<file path="src/design/grid_line_of_sight_dda_unit_assert.svh">
// ----------------------------------------------------------------------------
// Assertion macros for the grid line-of-sight unit
// Same-cycle and next-cycle implication checks, reset-qualified.
// ----------------------------------------------------------------------------
`ifndef GRID_LINE_OF_SIGHT_DDA_UNIT_ASSERT_SVH
`define GRID_LINE_OF_SIGHT_DDA_UNIT_ASSERT_SVH

// consequent must hold in the same cycle as the antecedent
`define GLOS_ASSERT_SAME(label, clk, rst_n, ante, cons) \
    label: assert property (@(posedge clk) disable iff (!rst_n) (ante) |-> (cons)) \
        else $error("glos: same-cycle check failed");

// consequent must hold in the cycle after the antecedent
`define GLOS_ASSERT_NEXT(label, clk, rst_n, ante, cons) \
    label: assert property (@(posedge clk) disable iff (!rst_n) (ante) |=> (cons)) \
        else $error("glos: next-cycle check failed");

`endif

</file>
<file path="src/design/glos_pkg.sv">
// ----------------------------------------------------------------------------
// glos_pkg
// Shared types, constants and helpers of the grid line-of-sight unit.
// ----------------------------------------------------------------------------
package glos_pkg;

    localparam int MAP_SIZE_DEF  = 64;
    localparam int FRAC_BITS_DEF = 8;

    localparam int POS_W      = 14;
    localparam int CELL_W     = 6;
    localparam int DIR_W      = 16;
    localparam int DIR_ONE    = 16384;
    localparam int SUM_W      = 2 * POS_W + 1;
    localparam int SQ_W       = 23;
    localparam int RAD_W      = 2 * SQ_W;
    localparam int LEN_SHIFT  = 16;
    localparam int DIR_SHIFT  = 22;
    localparam int NUM_W      = POS_W + DIR_SHIFT + 1;

    localparam int IN_TDATA_W  = 72;
    localparam int OUT_TDATA_W = 40;

    localparam logic CMD_WRITE = 1'b0;
    localparam logic CMD_QUERY = 1'b1;

    typedef enum logic [3:0] {
        ST_CLEAR, ST_IDLE, ST_PREP, ST_MUL, ST_SUM, ST_SQRT,
        ST_DCOL_LD, ST_DCOL, ST_DROW_LD, ST_DROW,
        ST_WALK_LD, ST_STEP, ST_TEST, ST_DONE
    } t_state;

    typedef enum logic [3:0] {
        OP_NONE, OP_CLEAR, OP_PREP, OP_MUL, OP_SUM, OP_SQRT,
        OP_DCOL_LD, OP_DROW_LD, OP_DIV, OP_WALK_LD, OP_STEP, OP_TEST
    } t_dp_op;

    typedef struct packed {
        t_dp_op op;
        logic   accept;
        logic   map_we;
        logic   out_load;
    } t_dp_cmd;

    typedef struct packed {
        logic clr_last;
        logic same_cell;
        logic cnt_zero;
        logic hit;
        logic blocked;
    } t_dp_stat;

    // saturate a quotient to one and apply the sign
    function automatic logic signed [DIR_W-1:0] unit_dir(input logic [NUM_W-1:0] q,
                                                         input logic neg);
        logic [DIR_W-1:0] m;
        m = (q > NUM_W'(DIR_ONE)) ? DIR_W'(DIR_ONE) : q[DIR_W-1:0];
        return $signed(neg ? (~m + 1'b1) : m);
    endfunction

endpackage

</file>
<file path="src/design/glos_ctrl.sv">
// ----------------------------------------------------------------------------
// glos_ctrl
// Controller: sequences clear sweep, setup, root, divisions and cell walk,
// and owns both handshakes.
// ----------------------------------------------------------------------------
`include "grid_line_of_sight_dda_unit_assert.svh"

module glos_ctrl (
    input  logic               i_clk,
    input  logic               i_rst_n,
    input  logic               i_in_valid,
    input  logic               i_in_cmd,
    output logic               o_in_ready,
    output logic               o_out_valid,
    input  logic               i_out_ready,
    output glos_pkg::t_dp_cmd  o_cmd,
    input  glos_pkg::t_dp_stat i_stat
);
    import glos_pkg::*;

    t_state r_state, n_state;
    logic   r_out_valid, n_out_valid;

    always_ff @(posedge i_clk) begin
        if (!i_rst_n) begin
            r_state     <= ST_CLEAR;
            r_out_valid <= 1'b0;
        end else begin
            r_state     <= n_state;
            r_out_valid <= n_out_valid;
        end
    end

    always_comb begin
        n_state = r_state;
        unique case (r_state)
            ST_CLEAR:   if (i_stat.clr_last) n_state = ST_IDLE;
            ST_IDLE:    if (i_in_valid && i_in_cmd == CMD_QUERY) n_state = ST_PREP;
            ST_PREP:    n_state = i_stat.same_cell ? ST_DONE : ST_MUL;
            ST_MUL:     n_state = ST_SUM;
            ST_SUM:     n_state = ST_SQRT;
            ST_SQRT:    if (i_stat.cnt_zero) n_state = ST_DCOL_LD;
            ST_DCOL_LD: n_state = ST_DCOL;
            ST_DCOL:    if (i_stat.cnt_zero) n_state = ST_DROW_LD;
            ST_DROW_LD: n_state = ST_DROW;
            ST_DROW:    if (i_stat.cnt_zero) n_state = ST_WALK_LD;
            ST_WALK_LD: n_state = ST_STEP;
            ST_STEP:    n_state = ST_TEST;
            ST_TEST: begin
                if (i_stat.hit || i_stat.blocked || i_stat.cnt_zero) begin
                    n_state = ST_DONE;
                end else begin
                    n_state = ST_STEP;
                end
            end
            ST_DONE:    if (!r_out_valid || i_out_ready) n_state = ST_IDLE;
            default:    n_state = ST_CLEAR;
        endcase
    end

    always_comb begin
        o_cmd          = '{op: OP_NONE, accept: 1'b0, map_we: 1'b0, out_load: 1'b0};
        o_in_ready     = 1'b0;
        unique case (r_state)
            ST_CLEAR:   o_cmd.op = OP_CLEAR;
            ST_IDLE: begin
                o_in_ready    = 1'b1;
                o_cmd.accept  = i_in_valid;
                o_cmd.map_we  = i_in_valid && (i_in_cmd == CMD_WRITE);
            end
            ST_PREP:    o_cmd.op = OP_PREP;
            ST_MUL:     o_cmd.op = OP_MUL;
            ST_SUM:     o_cmd.op = OP_SUM;
            ST_SQRT:    o_cmd.op = OP_SQRT;
            ST_DCOL_LD: o_cmd.op = OP_DCOL_LD;
            ST_DCOL:    o_cmd.op = OP_DIV;
            ST_DROW_LD: o_cmd.op = OP_DROW_LD;
            ST_DROW:    o_cmd.op = OP_DIV;
            ST_WALK_LD: o_cmd.op = OP_WALK_LD;
            ST_STEP:    o_cmd.op = OP_STEP;
            ST_TEST:    o_cmd.op = OP_TEST;
            ST_DONE:    o_cmd.out_load = !r_out_valid || i_out_ready;
            default:    o_cmd.op = OP_NONE;
        endcase
    end

    // hold the result until taken; a new load may replace one leaving now
    always_comb begin
        n_out_valid = r_out_valid;
        if (o_cmd.out_load) begin
            n_out_valid = 1'b1;
        end else if (i_out_ready) begin
            n_out_valid = 1'b0;
        end
    end

    assign o_out_valid = r_out_valid;

    `GLOS_ASSERT_NEXT(a_query_starts, i_clk, i_rst_n,
                      o_cmd.accept && i_in_cmd == CMD_QUERY, r_state == ST_PREP)
    `GLOS_ASSERT_SAME(a_load_free, i_clk, i_rst_n, o_cmd.out_load,
                      !r_out_valid || i_out_ready)
    `GLOS_ASSERT_NEXT(a_clear_holds, i_clk, i_rst_n,
                      r_state == ST_CLEAR && !i_stat.clr_last, r_state == ST_CLEAR)
endmodule

</file>
<file path="config.mk">
export PLATFORM = sky130hd
export DESIGN_NAME = glos_ctrl
export DESIGN_NICKNAME = d
export VERILOG_FILES = /design/src/design/glos_pkg.sv /design/src/design/glos_ctrl.sv
export VERILOG_INCLUDE_DIRS = /design/src /design/src/design
export SDC_FILE = /design/constraint.sdc
export NUM_CORES = 1
export LEC_CHECK = 0
export ABC_AREA = 0
export BUFFER_PORTS_ARGS = -buffer_cell sky130_fd_sc_hd__buf_2
export CORE_AREA = 2 2 39 41
export CTS_CLUSTER_SIZE = 12
export DETAILED_ROUTE_END_ITERATION = 8
export DIE_AREA = 0 0 41 43
export PLACE_DENSITY = 0.7
export SYNTH_ARGS = -nofsm -noshare
export SYNTH_HDL_FRONTEND = slang
export SYNTH_SLANG_ARGS = --single-unit
</file>
<file path="constraint.sdc">
create_clock -name i_clk -period 2.1 [get_ports i_clk]
set_clock_uncertainty 0.15 [all_clocks]
set_input_delay 0.21 -clock i_clk [delete_from_list [all_inputs] [get_ports i_clk]]
set_output_delay 0.21 -clock i_clk [all_outputs]
set_load 0.005 [all_outputs]
</file>
# After elaboration in Yosys (flattened, before gate mapping)
# Index checks and enable logic that the tools add are counted.
word_totals:
  regBits: 5
  ram_bits: 0
  n_memories: 0
  latchBits: 0
  mem_bits_ro: 0
classes:
  addsub: 0
  reduce_logical: 10
  multipliers: 0
  n_mux: 15
  shift: 0
  eq_ne: 19
  bitwise_logic: 1
  n_div: 0
  order_cmp: 0
op_table:
  columns: ["cell", "n"]
  rows:
  - ["$pmux 4 s14", 1]
  - ["$pmux 4 s11", 1]
  - ["$mux 4", 7]
  - ["$eq 4x4->1 const B", 6]
  - ["$eq 4x3->1 const B", 4]
  - ["$ne 2x2->1 const B", 6]
  - ["$eq 4x2->1 const B", 2]
  - ["$reduce_and 6->1", 1]
  - ["$eq 4x1->1 const B", 1]
  - ["$logic_not 4->1", 1]
  - ["$mux 1", 4]
  - ["$logic_or 1x1->1", 3]
  - ["$mux 3", 1]
  - ["$logic_and 1x1->1", 2]
  - ["$mux 2", 1]
  - ["$reduce_bool 2->1", 1]
  - ["$reduce_or 2->1", 1]
  - ["$logic_not 1->1", 1]
  - ["$not 1->1", 1]

# Longest topological paths before layout
logic_depth:
  ltp_word: 4
  mapped_depth: 5

# Worst setup path before layout
# No wires, ideal clock.
synth_path:
  path_kind: "flip-flop to flip-flop"
  startpoint: "register r_state[1]"
  endpoint: "register r_state[3]"
  required_ns: 1.829
  arrival_time_ns: 1.245
  stages_incl_launch_ff: 6
  setup_slack_ns: 0.583
  setup_ns: 0.121
  path_buffers: 1
  synth_period_minus_slack_ns: 1.517
  path_cell_list: "dfxtp_1 > buf_6 > nand4b_2 > a2bb2oi_2 > nand3_2 > mux2_4"
synth_between:
  elab_chain_cells: 3
  word_cells_on_any_way: 22
  classes_between: "19 x eq/ne; 1 x mux; 2 x reduce/logical"
synth_lines:
  columns: ["item", "line", "text"]
  rows:
  - ["from (decl)", "glos_ctrl.sv:21", "t_state r_state, n_state;"]
  - ["from (signal assigned)", "glos_ctrl.sv:29", "r_state <= n_state;"]
  - ["$eq 4x4->1 (tied with other cells)", "glos_ctrl.sv:36", "unique case (r_state)"]
  - ["$ne 2x2->1 (no line)", null, null]
  - ["$reduce_and 6->1 (no line)", null, null]
# Parallel ways exist; a longest one is shown, timed or not.
# A chain may end at the register's enable or synchronous reset.

==> summary.md <==
| Metric | Value |
|---|---|
| Cell mode on critical path | o21ai_0 |
| Synth Instances | 77 |
| Flops & latches, synth | 5 |
| Worst path cell trace | buf_4 -> and2b_1 -> o21ai_0 -> o21ai_0 -> buf_2 |
| Post-synth net total | 87 |
| Commonest non-fill, non-tap cell in the layout | buf_2 |
| Pwr Density | 1192 mW/mm² |
| Top delay family on crit path | flip-flops |
| Final number of max-transition violations | 0 |
| Post-Synth XOR/XNOR Area | 0 |
| Die Y-Extent | 43 µm |
| Post-route minimum period | 1.923 ns |
| Vias in the first global route | 537 |
| Max FO, Critical Path | 15 |
| Fin. Hold Viols | 0 |
| Grt met3 use | 0.05236 |
| Final core occ | 0.5136 |
| Met2 usage | 0.3063 |
| Vias | 610 |
| Critical path class | reg -> out |
| Most frequent cells in the layout | buf_2, o21ai_0, a21oi_1 |
| Fin crit share | 0.9155 |
| Peak Freq | 520.1 MHz |
| CP required | 1.74 ns |
| Drt initial violations | 4 |
| GRT met1 Usage | 0.2194 |
| Yosys warnings | 0 |
| Post-DRT Antenna Nets | 0 |
| Total Die Area | 0.001763 mm² |
| Post-Synth Simple-Gate Area | 0.3835 |
| Largest family of logic cells by synthesized area | simple AND/OR/NAND/NOR gates |
| Multiplexer share of the synthesized area | 0.02474 |
| Crit path DAT | 1.56 ns |
| Compound-cell area share of the yosys netlist | 0.3278 |
| Yosys cell types | 38 |
| Reg2reg path depth | 4 |
| Routed vias/inst | 5.545 |
| Gr busiest metal | met2 |
| Clk_lat worst skew | 0.24 ns |
| Syn Std Cell Area | 606.8 µm² |
| RSZ-0062 raised after global routing | no |
| Clock slew at reported path FFs | 0.05 ns |
| Max-slew headroom | 0.6219 |
| # diodes | 0 |
| Slew @ Worst Pin | 0.5664 ns |
| Net count, final | 105 |
| Core region area | 0.001384 mm² |
| Dpl hpwl | 977.8 µm |
| Largest net degree at the start of global routing | 18 |
| CTS H-tree depth | 1 |
| Setup TNS | 0 ns |
| Placer Congestion | 0.8037 |
| Post-CTS Setup Bufs | 0 |
| Worst hold path depth | 2 |
| WP depth | 5 |
| Wirelength per Cell | 12.19 µm |
| Layout cells sized above 1 | 0.4043 |
| GRT Util Overall | 0.1769 |
| Clock buffer depth | 2 |
| Worst IR Drop VDD | 0.4616 mV |
| CTS tree | built |
| Final wirelength | 1341 µm |
| P&R area growth vs syn | 17.11% |
| Setup-failing EPs final | 0 |
| Min-delay worst type | in -> reg |
| Pre-antenna DRT Iters | 2 |
| CP endpoint kind | output pin |
| Clk sink count | 5 |
| Die span in x | 41 µm |
| Sequential share of the synthesized area | 0.1649 |
| Antenna violations before repair | 0 |
| Crit path largest cell delay | 0.51 ns |
| Synthesized area per cell | 7.881 µm² |
| Leak | 0.3111 nW |
| Drt drc | 0 |
| IO buf count | 18 |
| # IOs | 19 |
| Slowest stage cell, crit path | dfxtp_1 |
| Startpoint types | flop |
| CTS Buf Count | 3 |
| Clock Root Buffer | clkbuf_4 |
| Status | completed |
| Worst path bufs/invs | 2 |
| # rows | 14 |
| Adder and majority gate portion of the synthesized area | 0 |
| # Max-Cap Violations | 0 |
| Initial Util | 0.4385 |
| First-pass GRT wire length | 2221 µm |
| Congestion Overflow GR | 0 |
## metrics by stage
step / hold WS [ns] / power, mW / std cells / instance area [µm²] / setup WS, ns
after CTS: 0.1063 / 0.8545 / 110 / 709.4 / 0.08692
after floorplan: 0.2271 / 0.6182 / 77 / 606.8 / 0.5835
after detailed placement: 0.3261 / 0.7345 / 106 / 683.2 / 0.3248
final: 0.1120 / 0.8475 / 110 / 710.7 / 0.1774
after global routing: 0.1082 / 0.9315 / 110 / 710.7 / 0.02331
after global placement: 0.3324 / 0.7260 / 106 / 683.2 / 0.3506
## state kept, by name, indices dropped and copies added (netlist names)
register and cells:
o_out_valid 1, r_state 4
## cell usage after synthesis
| master | count | share of area |
|---|---|---|
| o21ba_2 | 1 | 0.016 |
| and2_1 | 1 | 0.010 |
| inv_1 | 2 | 0.012 |
| nand2b_1 | 3 | 0.031 |
| and3b_1 | 1 | 0.014 |
| a211oi_1 | 1 | 0.012 |
| o31a_1 | 1 | 0.014 |
| o21ai_0 | 11 | 0.091 |
| dfxtp_1 | 5 | 0.16 |
| nand4b_1 | 1 | 0.014 |
| inv_2 | 1 | 0.0062 |
| nor3b_2 | 1 | 0.021 |
| a31oi_1 | 2 | 0.021 |
| a311oi_1 | 1 | 0.014 |
| nand2_1 | 4 | 0.025 |
| and3_2 | 1 | 0.012 |
| mux2_4 | 1 | 0.025 |
| a31o_1 | 1 | 0.014 |
| and3_1 | 1 | 0.010 |
| nand2_2 | 1 | 0.010 |
| nor2_1 | 4 | 0.025 |
| nor2b_1 | 4 | 0.041 |
| a311oi_2 | 1 | 0.025 |
| and3_4 | 1 | 0.019 |
| nand3_1 | 2 | 0.016 |
| nor4b_4 | 1 | 0.039 |
| buf_4 | 3 | 0.037 |
| nand4b_2 | 1 | 0.025 |
| buf_2 | 3 | 0.025 |
| a32o_2 | 1 | 0.019 |
| a21oi_1 | 6 | 0.049 |
| o21ai_4 | 1 | 0.027 |
| and2b_1 | 2 | 0.025 |
| nand3_2 | 1 | 0.016 |
| buf_6 | 1 | 0.019 |
| nor3_1 | 2 | 0.016 |
| nor3b_1 | 1 | 0.012 |
| a2bb2oi_2 | 1 | 0.025 |
## report_power, final
| group | internal, mW | switching [mW] | total (mW) |
|---|---|---|---|
| sequential | 0.124 | 0.0882 | 0.213 |
| clock | 0.0718 | 0.0382 | 0.110 |
| combinational | 0.267 | 0.258 | 0.525 |
| total | 0.463 | 0.385 | 0.847 |
## cell families (layout without fill, tap and decap cells)
logic type	Yosys count	in the layout
DFF	5	5
muxes	1	1
buffers and inverters	10	27
AOI/OAI and AO/OA	28	28
and+or+nand+nor	33	33
## cell type report
cell class / instances / area, µm²
fill: 157 / 673.1
multi-input combinational: 62 / 446.7
timing repair buffer: 20 / 105.1
sequential: 5 / 101.3
clock buffer: 4 / 26.28
tap: 16 / 20.02
inverter: 3 / 11.26
## what timing repair did
item                                    4_1_cts  5_1_grt
hold buffers                                  0        0
resized for setup                             0        1
endpoints found under the setup margin        0        1
## routing by layer
| layer | vias to the layer above | wire length (µm) |
|---|---|---|
| met1 | 278 | 587 |
| met4 | 0 | 0 |
| met2 | 16 | 686 |
| met5 | - | 0 |
| met3 | 0 | 67 |
| li1 | 316 | - |
## final timing paths
check                                  end                      from  slack (ns)
setup / recovery                  o_cmd[6]   r_state[2]$_SDFFE_PN0P_        0.18
setup reg to reg   r_state[3]$_SDFFE_PN0P_   r_state[3]$_SDFFE_PN0P_        0.31
hold reg to reg   o_out_valid$_SDFFE_PN0P_  o_out_valid$_SDFFE_PN0P_        0.39
hold / removal     r_state[0]$_SDFFE_PN0P_                   i_rst_n        0.11
Note: power is estimated with default switching activity, not from simulation.
